[src/rtl/core/dxs_pkg.sv]
package dxs_pkg;

  localparam int unsigned ENTRIES_DEF = 16;
  localparam int unsigned SCORE_W     = 32;
  localparam int unsigned PAYLOAD_W   = 64;
  localparam int unsigned STEP_W      = 3;

  typedef logic [STEP_W-1:0] step_t;

  // microprogram addresses
  localparam step_t STEP_IDLE  = 3'd0;
  localparam step_t STEP_SETI  = 3'd1;
  localparam step_t STEP_LDI   = 3'd2;
  localparam step_t STEP_CMP   = 3'd3;
  localparam step_t STEP_WRI   = 3'd4;
  localparam step_t STEP_OUTRD = 3'd5;
  localparam step_t STEP_OUTEM = 3'd6;
  localparam step_t STEP_FIN   = 3'd7;

  typedef enum logic [1:0] {
    ADDR_ZERO,
    ADDR_J,
    ADDR_I1,
    ADDR_J1
  } addr_sel_e;

  typedef enum logic [2:0] {
    IDX_HOLD,
    IDX_ZERO,
    IDX_ONE,
    IDX_INC,
    IDX_I2
  } idx_op_e;

  typedef enum logic [1:0] {
    WR_NONE,
    WR_LOAD,
    WR_CUR_I,
    WR_CUR_J
  } wr_sel_e;

  typedef enum logic [2:0] {
    COND_NEVER,
    COND_ALWAYS,
    COND_NOT_LAST,
    COND_J_GE_CNT,
    COND_J1_LT_CNT,
    COND_I2_LT_CNT,
    COND_I1_LT_CNT
  } cond_e;

  typedef struct packed {
    logic      busy;
    addr_sel_e addr_sel;
    idx_op_e   i_op;
    idx_op_e   j_op;
    wr_sel_e   wr_sel;
    logic      cur_ld;
    logic      emit;
    logic      clr_count;
    cond_e     cond;
    step_t     target;
  } ctrl_t;

  typedef struct packed {
    logic last_accept;
    logic j_ge_cnt;
    logic j1_lt_cnt;
    logic i2_lt_cnt;
    logic i1_lt_cnt;
  } stat_t;

  typedef struct packed {
    logic [SCORE_W-1:0]   score;
    logic [PAYLOAD_W-1:0] lo;
    logic [PAYLOAD_W-1:0] hi;
  } rec_t;

  // control store; a taken jump goes to target, otherwise to the next step
  function automatic ctrl_t ucode(step_t step);
    ctrl_t w;
    w = '{busy: 1'b1, addr_sel: ADDR_ZERO, i_op: IDX_HOLD, j_op: IDX_HOLD,
          wr_sel: WR_NONE, cur_ld: 1'b0, emit: 1'b0, clr_count: 1'b0,
          cond: COND_ALWAYS, target: STEP_IDLE};
    unique case (step)
      STEP_IDLE: begin
        w.busy   = 1'b0;
        w.wr_sel = WR_LOAD;
        w.cond   = COND_NOT_LAST;
        w.target = STEP_IDLE;
      end
      STEP_SETI: begin
        w.i_op     = IDX_ZERO;
        w.j_op     = IDX_ONE;
        w.addr_sel = ADDR_ZERO;
        w.cond     = COND_NEVER;
      end
      STEP_LDI: begin
        w.cur_ld   = 1'b1;
        w.addr_sel = ADDR_J;
        w.cond     = COND_J_GE_CNT;
        w.target   = STEP_WRI;
      end
      STEP_CMP: begin
        w.wr_sel   = WR_CUR_J;
        w.j_op     = IDX_INC;
        w.addr_sel = ADDR_J1;
        w.cond     = COND_J1_LT_CNT;
        w.target   = STEP_CMP;
      end
      STEP_WRI: begin
        w.wr_sel   = WR_CUR_I;
        w.i_op     = IDX_INC;
        w.j_op     = IDX_I2;
        w.addr_sel = ADDR_I1;
        w.cond     = COND_I2_LT_CNT;
        w.target   = STEP_LDI;
      end
      STEP_OUTRD: begin
        w.i_op     = IDX_ZERO;
        w.addr_sel = ADDR_ZERO;
        w.cond     = COND_NEVER;
      end
      STEP_OUTEM: begin
        w.emit     = 1'b1;
        w.i_op     = IDX_INC;
        w.addr_sel = ADDR_I1;
        w.cond     = COND_I1_LT_CNT;
        w.target   = STEP_OUTEM;
      end
      STEP_FIN: begin
        w.clr_count = 1'b1;
        w.cond      = COND_ALWAYS;
        w.target    = STEP_IDLE;
      end
      default: begin
        w.cond   = COND_ALWAYS;
        w.target = STEP_IDLE;
      end
    endcase
    return w;
  endfunction

endpackage

[src/rtl/core/dxs_seq.sv]
module dxs_seq (
  input  logic           clk_i,
  input  logic           rst_ni,
  input  dxs_pkg::stat_t stat_i,
  output dxs_pkg::ctrl_t ctrl_o
);

  dxs_pkg::step_t upc_q, upc_d;
  dxs_pkg::ctrl_t ctrl;
  logic           take;

  assign ctrl   = dxs_pkg::ucode(upc_q);
  assign ctrl_o = ctrl;

  always_comb begin
    unique case (ctrl.cond)
      dxs_pkg::COND_NEVER:     take = 1'b0;
      dxs_pkg::COND_ALWAYS:    take = 1'b1;
      dxs_pkg::COND_NOT_LAST:  take = ~stat_i.last_accept;
      dxs_pkg::COND_J_GE_CNT:  take = stat_i.j_ge_cnt;
      dxs_pkg::COND_J1_LT_CNT: take = stat_i.j1_lt_cnt;
      dxs_pkg::COND_I2_LT_CNT: take = stat_i.i2_lt_cnt;
      dxs_pkg::COND_I1_LT_CNT: take = stat_i.i1_lt_cnt;
      default:                 take = 1'b1;
    endcase
  end

  assign upc_d = take ? ctrl.target : dxs_pkg::step_t'(upc_q + 1'b1);

  always_ff @(posedge clk_i or negedge rst_ni) begin
    if (!rst_ni) begin
      upc_q <= dxs_pkg::STEP_IDLE;
    end else begin
      upc_q <= upc_d;
    end
  end

endmodule

[src/rtl/core/dxs_dp.sv]
module dxs_dp #(
  parameter int unsigned ENTRIES = dxs_pkg::ENTRIES_DEF
) (
  input  logic                                 clk_i,
  input  logic                                 rst_ni,
  input  dxs_pkg::ctrl_t                       ctrl_i,
  input  logic                                 start_i,
  input  logic signed [dxs_pkg::SCORE_W-1:0]   key_score_i,
  input  logic [dxs_pkg::PAYLOAD_W-1:0]        payload_low_i,
  input  logic [dxs_pkg::PAYLOAD_W-1:0]        payload_high_i,
  input  logic                                 final_record_i,
  output dxs_pkg::stat_t                       stat_o,
  output logic                                 strobe_o,
  output logic signed [dxs_pkg::SCORE_W-1:0]   sorted_score_o,
  output logic [dxs_pkg::PAYLOAD_W-1:0]        sorted_payload_low_o,
  output logic [dxs_pkg::PAYLOAD_W-1:0]        sorted_payload_high_o,
  output logic                                 end_of_run_o
);

  localparam int unsigned IW = (ENTRIES > 1) ? $clog2(ENTRIES) : 1;
  localparam int unsigned CW = $clog2(ENTRIES + 1);

  dxs_pkg::rec_t mem [ENTRIES];
  dxs_pkg::rec_t rd_q, cur_q, wdata;

  logic [CW-1:0] count_q, count_d;
  logic [CW-1:0] i_q, i_d, j_q, j_d;
  logic [CW-1:0] i_inc, j_inc;
  logic [CW:0]   i_two;
  logic [CW-1:0] raddr, waddr;
  logic          accept, has_room, gt, we;
  logic          strobe_q, end_q;

  assign accept   = start_i & ~ctrl_i.busy;
  assign has_room = count_q < CW'(ENTRIES);
  assign i_inc    = i_q + 1'b1;
  assign j_inc    = j_q + 1'b1;
  assign i_two    = {1'b0, i_q} + (CW+1)'(2);
  assign gt       = $signed(rd_q.score) > $signed(cur_q.score);

  assign stat_o.last_accept = accept & final_record_i;
  assign stat_o.j_ge_cnt    = j_q >= count_q;
  assign stat_o.j1_lt_cnt   = j_inc < count_q;
  assign stat_o.i2_lt_cnt   = i_two < {1'b0, count_q};
  assign stat_o.i1_lt_cnt   = i_inc < count_q;

  always_comb begin
    case (ctrl_i.addr_sel)
      dxs_pkg::ADDR_ZERO: raddr = '0;
      dxs_pkg::ADDR_J:    raddr = j_q;
      dxs_pkg::ADDR_I1:   raddr = i_inc;
      dxs_pkg::ADDR_J1:   raddr = j_inc;
      default:            raddr = '0;
    endcase
  end

  always_comb begin
    we    = 1'b0;
    waddr = count_q;
    wdata = cur_q;
    unique case (ctrl_i.wr_sel)
      dxs_pkg::WR_NONE: we = 1'b0;
      dxs_pkg::WR_LOAD: begin
        we    = accept & has_room;
        wdata = '{score: key_score_i, lo: payload_low_i, hi: payload_high_i};
      end
      dxs_pkg::WR_CUR_I: begin
        we    = 1'b1;
        waddr = i_q;
      end
      dxs_pkg::WR_CUR_J: begin
        // a larger later record takes over as the running record; the old one moves to position j
        we    = gt;
        waddr = j_q;
      end
      default: we = 1'b0;
    endcase
  end

  function automatic logic [CW-1:0] idx_next(dxs_pkg::idx_op_e op, logic [CW-1:0] cur,
                                             logic [CW-1:0] inc, logic [CW:0] two);
    logic [CW-1:0] r;
    case (op)
      dxs_pkg::IDX_HOLD: r = cur;
      dxs_pkg::IDX_ZERO: r = '0;
      dxs_pkg::IDX_ONE:  r = CW'(1);
      dxs_pkg::IDX_INC:  r = inc;
      dxs_pkg::IDX_I2:   r = two[CW-1:0];
      default:           r = cur;
    endcase
    return r;
  endfunction

  assign i_d = idx_next(ctrl_i.i_op, i_q, i_inc, i_two);
  assign j_d = idx_next(ctrl_i.j_op, j_q, j_inc, i_two);

  always_comb begin
    count_d = count_q;
    if (ctrl_i.clr_count) begin
      count_d = '0;
    end else if (ctrl_i.wr_sel == dxs_pkg::WR_LOAD && accept && has_room) begin
      count_d = count_q + 1'b1;
    end
  end

  always_ff @(posedge clk_i or negedge rst_ni) begin
    if (!rst_ni) begin
      count_q  <= '0;
      i_q      <= '0;
      j_q      <= '0;
      strobe_q <= 1'b0;
      end_q    <= 1'b0;
    end else begin
      count_q  <= count_d;
      i_q      <= i_d;
      j_q      <= j_d;
      strobe_q <= ctrl_i.emit;
      end_q    <= ctrl_i.emit & ~stat_o.i1_lt_cnt;
    end
  end

  // record memory: one write and one registered read per cycle
  always_ff @(posedge clk_i) begin
    if (we) begin
      mem[waddr[IW-1:0]] <= wdata;
    end
    rd_q <= mem[raddr[IW-1:0]];
  end

  always_ff @(posedge clk_i) begin
    if (ctrl_i.cur_ld || (ctrl_i.wr_sel == dxs_pkg::WR_CUR_J && gt)) begin
      cur_q <= rd_q;
    end
    if (ctrl_i.emit) begin
      sorted_score_o        <= rd_q.score;
      sorted_payload_low_o  <= rd_q.lo;
      sorted_payload_high_o <= rd_q.hi;
    end
  end

  assign strobe_o     = strobe_q;
  assign end_of_run_o = end_q;

endmodule

[src/rtl/core/descending_exchange_sort.sv]
// Collects up to ENTRIES scored records (one per cycle while busy is low) until a word
// with final_record_i set, then sorts them by signed score, largest first, equal
// scores keeping their exchange-sort order, and streams them out on strobe_o, one
// word per cycle, end_of_run_o marking the last. Records beyond ENTRIES are dropped.
// The receiver cannot stall: every strobed word must be taken in that cycle.
// After the final word, busy stays high while the record memory (one read and one write per
// cycle) does one compare-and-swap per cycle under a microcoded step counter and the
// sorted words are streamed out.
module descending_exchange_sort #(
  parameter int unsigned ENTRIES = dxs_pkg::ENTRIES_DEF
) (
  input  logic                               clk_i,
  input  logic                               rst_ni,
  input  logic                               start,
  output logic                               busy,
  input  logic signed [dxs_pkg::SCORE_W-1:0] key_score_i,
  input  logic [dxs_pkg::PAYLOAD_W-1:0]      payload_low_i,
  input  logic [dxs_pkg::PAYLOAD_W-1:0]      payload_high_i,
  input  logic                               final_record_i,
  output logic                               strobe_o,
  output logic signed [dxs_pkg::SCORE_W-1:0] sorted_score_o,
  output logic [dxs_pkg::PAYLOAD_W-1:0]      sorted_payload_low_o,
  output logic [dxs_pkg::PAYLOAD_W-1:0]      sorted_payload_high_o,
  output logic                               end_of_run_o
);

  dxs_pkg::ctrl_t ctrl;
  dxs_pkg::stat_t stat;

  dxs_seq u_seq (
    .clk_i  (clk_i),
    .rst_ni (rst_ni),
    .stat_i (stat),
    .ctrl_o (ctrl)
  );

  dxs_dp #(
    .ENTRIES (ENTRIES)
  ) u_dp (
    .clk_i                 (clk_i),
    .rst_ni                (rst_ni),
    .ctrl_i                (ctrl),
    .start_i               (start),
    .key_score_i           (key_score_i),
    .payload_low_i         (payload_low_i),
    .payload_high_i        (payload_high_i),
    .final_record_i        (final_record_i),
    .stat_o                (stat),
    .strobe_o              (strobe_o),
    .sorted_score_o        (sorted_score_o),
    .sorted_payload_low_o  (sorted_payload_low_o),
    .sorted_payload_high_o (sorted_payload_high_o),
    .end_of_run_o          (end_of_run_o)
  );

  assign busy = ctrl.busy;

endmodule

[config.mk]
export PLATFORM = sky130hd
export DESIGN_NAME = descending_exchange_sort
export DESIGN_NICKNAME = d
export VERILOG_FILES = /design/src/rtl/core/dxs_pkg.sv /design/src/rtl/core/dxs_seq.sv /design/src/rtl/core/dxs_dp.sv /design/src/rtl/core/descending_exchange_sort.sv
export SDC_FILE = /design/constraint.sdc
export NUM_CORES = 2
export LEC_CHECK = 0
export ABC_AREA = 1
export ABC_CLOCK_PERIOD_IN_PS = 8700
export BUFFER_PORTS_ARGS = -buffer_cell sky130_fd_sc_hd__buf_2
export CAP_MARGIN = 20
export CELL_PAD_IN_SITES_DETAIL_PLACEMENT = 0
export CELL_PAD_IN_SITES_GLOBAL_PLACEMENT = 1
export CORE_MARGIN = 5
export CORE_UTILIZATION = 25
export DETAILED_ROUTE_END_ITERATION = 10
export PLACE_DENSITY_LB_ADDON = 0.1
export SETUP_SLACK_MARGIN = 0.4
export SLEW_MARGIN = 30
export SYNTH_ARGS = -nofsm -noshare
export SYNTH_HDL_FRONTEND = slang
export SYNTH_HIERARCHICAL = 1
export SYNTH_SLANG_ARGS = --single-unit
[constraint.sdc]
create_clock -name clk_i -period 8.7 [get_ports clk_i]
set_input_delay 1.305 -clock clk_i [delete_from_list [all_inputs] [get_ports clk_i]]
set_output_delay 1.305 -clock clk_i [all_outputs]
set_load 0.02 [all_outputs]
=== Word level (Yosys, flattened, before mapping) ===
Memory sizes are Yosys's and may differ from the RTL's. A register that Yosys moved wholly into a read port is not among the register bits.
Index checks and enable logic that the tools add are counted.

* Magnitude comparators: 6
* Reductions and logical operators: 13
* Eq/ne operators: 26
* Bitwise gates (word level): 6
* Add/sub/neg operators: 5
* Mux-type cells: 22

{| class="wikitable"
|+ Operator list
! kind !! count
|-
| two-way mux 160 bit || 1
|-
| one-hot mux 5 bit (4 select lines) || 2
|-
| greater-than comparator 32 bit || 1
|-
| == test 3 bit, second input constant || 8
|-
| one-hot mux 3 bit (7 select lines) || 1
|-
| == test 3 x 2 -> 1 bit, second input constant || 6
|-
| one-hot mux 4 bit (4 select lines) || 1
|-
| adder 5 x 1 -> 5 bit, second input constant || 3
|-
| == test 2 bit, second input constant || 6
|-
| one-hot mux 2 bit (3 select lines) || 2
|-
| one-hot mux 3 bit (4 select lines) || 1
|-
| < comparator 5 bit || 2
|-
| two-way mux 5 bit || 2
|-
| one-hot mux 3 bit (3 select lines) || 1
|-
| one-hot mux 4 bit (2 select lines) || 1
|-
| nonzero test 4 bit || 2
|-
| adder 5 x 2 -> 6 bit, second input constant || 1
|-
| == test 2 x 1 -> 1 bit, second input constant || 3
|-
| == test 3 x 1 -> 1 bit, second input constant || 2
|-
| zero test 3 bit || 2
|-
| < comparator 6 x 5 -> 1 bit || 1
|-
| two-way mux 1 bit || 6
|-
| one-hot mux 1 bit (6 select lines) || 1
|-
| >= comparator 5 bit || 1
|-
| other kinds (13) || 21
|}

* Word-level logic and storage cells: 91
* Bits in writable memories: 2560
* Bits in registers: 340
* Memories: 1

{| class="wikitable"
|+ Memory list
! name !! depth !! bits a word !! read ports !! clocked after Yosys merged registers in !! write ports !! line !! source
|-
| u_dp.mem || 16 || 160 || 1 || 1 || 1 || dxs_dp.sv:23 || <nowiki>dxs_pkg::rec_t mem [ENTRIES];</nowiki>
|}

=== Longest topological paths before layout ===
* Depth after elaboration: 7
* Depth in mapped cells: 19
* Depth with buffers taken out: 18

=== Modules after synthesis ===
The synthesis kept the hierarchy.

{| class="wikitable"
|+ By module, submodules not included
! module !! sequential area each (µm²) !! times used !! cells each !! area an instance (µm²)
|-
| dxs_dp || 90111.4 || 1 || 9426 || 120563.1
|-
| dxs_seq || 75.1 || 1 || 76 || 479.2
|}

=== Least setup slack after synthesis ===
No wires, ideal clock.

* Path type: input-to-reg
* Start point: input start
* End point: memory u_dp/mem[10][0] (netlist bit), enable pin
* Setup time: 513 ps
* Slack: 2800 ps
* Stages: 9
* Arrival time: 5387 ps
* Buffers on the path: 1
* Cell sequence: inv_1 > nor2_1 > inv_1 > nor3_1 > inv_1 > nand3_1 > buf_2 > nand2_1 > inv_1

* Word-level cells in the longest chain between the ends: 5

{| class="wikitable"
|+ RTL lines
! element !! line !! source
|-
| from (decl) || descending_exchange_sort.sv:14 || <nowiki>input logic start,</nowiki>
|-
| bitwise AND 1 bit || dxs_dp.sv:34 || <nowiki>assign accept = start_i & ~ctrl_i.busy;</nowiki>
|-
| bitwise AND 1 bit || dxs_dp.sv:64 || <nowiki>we = accept & has_room;</nowiki>
|-
| one-hot mux 1 bit (4 select lines) || dxs_dp.sv:61 || <nowiki>unique case (ctrl_i.wr_sel)</nowiki>
|-
| two-way mux 1 bit || dxs_dp.sv:124 || <nowiki>if (we) begin</nowiki>
|-
| two-way mux 1 bit (not written as such) || dxs_dp.sv:125 || <nowiki>mem[waddr[IW-1:0]] <= wdata;</nowiki>
|-
| to (decl) || dxs_dp.sv:23 ||
|}

No other way between the ends.

==> qor.csv <==
stage,metric,value,unit
worst_setup_path,r2r_end,u_dp/mem[6][127],
yosys,synth_nets,9727,
finish,layout-drive-gt1-share,10.5,%
routing,drt_pass1_iterations,7,
cts,clock-sinks,3060,
timing,clock_skew,0.0603,ns
finish,layout.nets,10000,
timing,clock.fmax,0.177,GHz
worst_setup_path,cp.arrival,6.20,ns
die,die_h,706,um
timing,min_period,5.64,ns
cts,ctsRootBufferMaster,clkbuf_16,
die,start_util,25.1,%
yosys,yosysWarnings,6,
worst_setup_path,required,9.27,ns
worst_setup_path,reg2reg_depth,13,
power,peakVddDrop,0.242,mV
worst_setup_path,cp_max_fo,82,
die,num_rows,255,
cts,clockBufferDepth,4,
worst_setup_path,crit_type,reg -> reg,
cts,ctsResizeCount,0,
yosys,synth_ff_type,edfxtp_1,
worst_setup_path,timing.rr.start,u_seq/upc_q[1],
timing,rsz0062_at_grt,no,
routing,avgRoutedWirePerCell,22.8,um
cts,cts-htree-levels,5,
yosys,ys_seq_area_share,74.5,%
finish,nFillCells,49100,
timing,finalSetupViolCount,0,
worst_setup_path,critical_path.startpoint_type,flip-flop,
yosys,yosys.area.top_type,edfxtp_1,
placement,gp_congestion,0.711,
cts,ctsHoldBuffers,0,
power,leakage,51.5,nW
placement,dp.cells,15800,
finish,seqCellArea,90200,um2
routing,drt_iter0_drc,4693,
yosys,synthArstFlopShare,0.654,%
timing,relSlewSlack,30.2,%
die,ios,327,
routing,totalWireLength,376000,um
yosys,yosysTopAreaCellShare,71.4,%
yosys,yosysMostFrequentCell,edfxtp_1,
timing,drv_slew,0,
routing,final_antenna_net_count,0,
power,power.density,377,nW/um2
cts,cts_setup_buffers,0,
routing,drcViolationCount,0,
die,die_w,706,um
yosys,synthesis.instances,9502,
cts,cts_made_buffers,375,
worst_setup_path,critPathCaptureType,flip-flop,
global_route,grt_pass1_vias,71400,
global_route,antenna_found_initial,21,
timing,hold_viol,0,
yosys,synth_edf_count,2880,
placement,post-dp-hpwl,196000,um
global_route,grt_pass1_wl,539000,um
yosys,synth.distinct_cells,47,
die,die_area,498000,um2
worst_setup_path,ff2ff_setup_slack,3.06,ns
timing,timing.setup.tns,0,ns
cts,clk_pin_slew_worst_paths,0.06,ns
yosys,synth_area,121000,um2
cts,cts_tree,built,
routing,via_per_inst,4.35,
yosys,synthTopCellsByArea,"edfxtp_1 71%, inv_1 4.3%, nand2_1 4.0%, o211ai_1 3.5%, nand3_1 3.5%",
global_route,gr-total-overflow,0,
finish,multi_input_area,22900,um2
yosys,synth_commonest_cells,"2880 x edfxtp_1, 1397 x inv_1, 1274 x nand2_1",
placement,portBuffers,326,
status,status,"complete, no violations",
timing,fin_crit_sh,64.8,%
cts,clk_latency,0.98,ns
hold_path,hold_class,in -> async,
global_route,grt_use_total,14.7,%
timing,worstMarginPinSlew,1.05,ns
run,maxCapViolCount,0,
die,fp.coreArea,482000,um2
yosys,ys_seq_elements,3060,
routing,via_count,71900,
finish,fin_cells,16500,
finish,syn_to_final_growth,17.2,%
global_route,grt_max_degree,217,
yosys,syn_avg_cell_area,12.7,um2
==> metrics by stage <==
step / utilization [%] / worst slack [ns] / hold slack [ns] / total power, mW / instance area [um2]
6_report: 29.4 / 3.06 / 0.317 / 53.5 / 142000
3_3_place_gp: 26.9 / 2.97 / 0.417 / 38.9 / 130000
2_1_floorplan: - / 2.80 / 0.404 / 31.9 / 121000
3_5_place_dp: 26.9 / 2.98 / 0.417 / 38.9 / 130000
4_1_cts: 29.4 / 2.87 / 0.212 / 54.8 / 142000
5_1_grt: 29.4 / 2.45 / 0.288 / 56.9 / 142000
==> routing by layer <==
| metal | share of wire [%] | vias up | global-route usage (%) |
|---|---|---|---|
| met3 | 3.4 | 433 | 1.92 |
| met4 | 2.2 | 2 | 3.13 |
| li1 | - | 34300 | - |
| met1 | 47 | 35900 | 20.4 |
| met2 | 47 | 1184 | 24.4 |
| met5 | 0.0035 | - | 0 |
==> state kept, by name, summed over array words and instances, names as in the netlist, 32 cells and up <==
name,cells
u_dp/sorted_payload_low_o,64
u_dp/sorted_score_o,32
u_dp/rd_q,160
u_dp/sorted_payload_high_o,64
u_dp/cur_q,160
u_dp/mem,2560
==> cells in the final DEF, fill, tap and decap left out, drive strengths merged, types with 6 or more instances in the layout <==
cell / n
a21oi: 726
buf: 465
clkinv: 125
nor2: 50
edfxtp: 2880
xor2: 6
dfrtp: 20
inv: 1423
ha: 61
diode: 7
o211ai: 566
nand2: 1280
o21ai: 881
nand3: 840
bufinv: 22
dfxtp: 160
o21a: 8
o211a: 20
clkbuf: 526
==> worst max-delay path, cell delays in order (launching register included) <==
cell and delay (ns):
dfrtp_1 0.45, ha_1 0.22, ha_1 0.28, inv_1 0.15, nand2_1 0.15, inv_1 0.09, nor2_4 0.56, inv_8 0.29
nor3_1 0.45, inv_1 0.17, nand3_1 0.52, nand2_1 0.28, inv_8 0.71, buf_12 0.67
==> cell families after synthesis <==
| group | count (synthesis) | share of synthesized area (%) |
|---|---|---|
| flops | 3060 | 74.5 |
| buf+inv | 1974 | 6.61 |
| other cells | 1 | 0.00310 |
| xor+xnor | 7 | 0.0569 |
| compound gates | 2220 | 10.5 |
| fa+ha+maj | 61 | 0.631 |
| simple gates | 2179 | 7.67 |
==> how the worst max path moves through the flow <==
stage,to,depth (start not counted),start,slack [ns]
detailed placement,u_dp/mem[3][87],13,u_seq/upc_q[1],2.98
CTS,u_dp/mem[1][76],13,u_seq/upc_q[1],2.87
global placement,u_dp/mem[3][92],13,u_seq/upc_q[1],2.97
global route,u_dp/mem[1][41],13,u_seq/upc_q[1],2.45
floorplan,u_dp/mem[10][0],9,start,2.80
finish,u_dp/mem[6][127],13,u_seq/upc_q[1],3.06
==> where the power goes <==
group | leakage (nW) | internal [mW] | total (mW) | switching, mW
combinational | 17.8 | 3.64 | 16.1 | 12.5
sequential | 27.6 | 21.1 | 22.0 | 0.867
clock | 5.96 | 9.06 | 15.5 | 6.40
total | 51.5 | 33.8 | 53.5 | 19.7
==> area by class of cell <==
cell class | instances | area share, %
clock buffer | 526 | 7.36
antenna | 7 | 0.0123
timing repair buffer | 465 | 2.26
tap | 6425 | 5.66
sequential | 3060 | 63.6
multi-input combinational | 4468 | 16.1
inverter | 1406 | 3.83
clock inverter | 169 | 1.19
No activity file was read; power rests on OpenSTA's default activity.
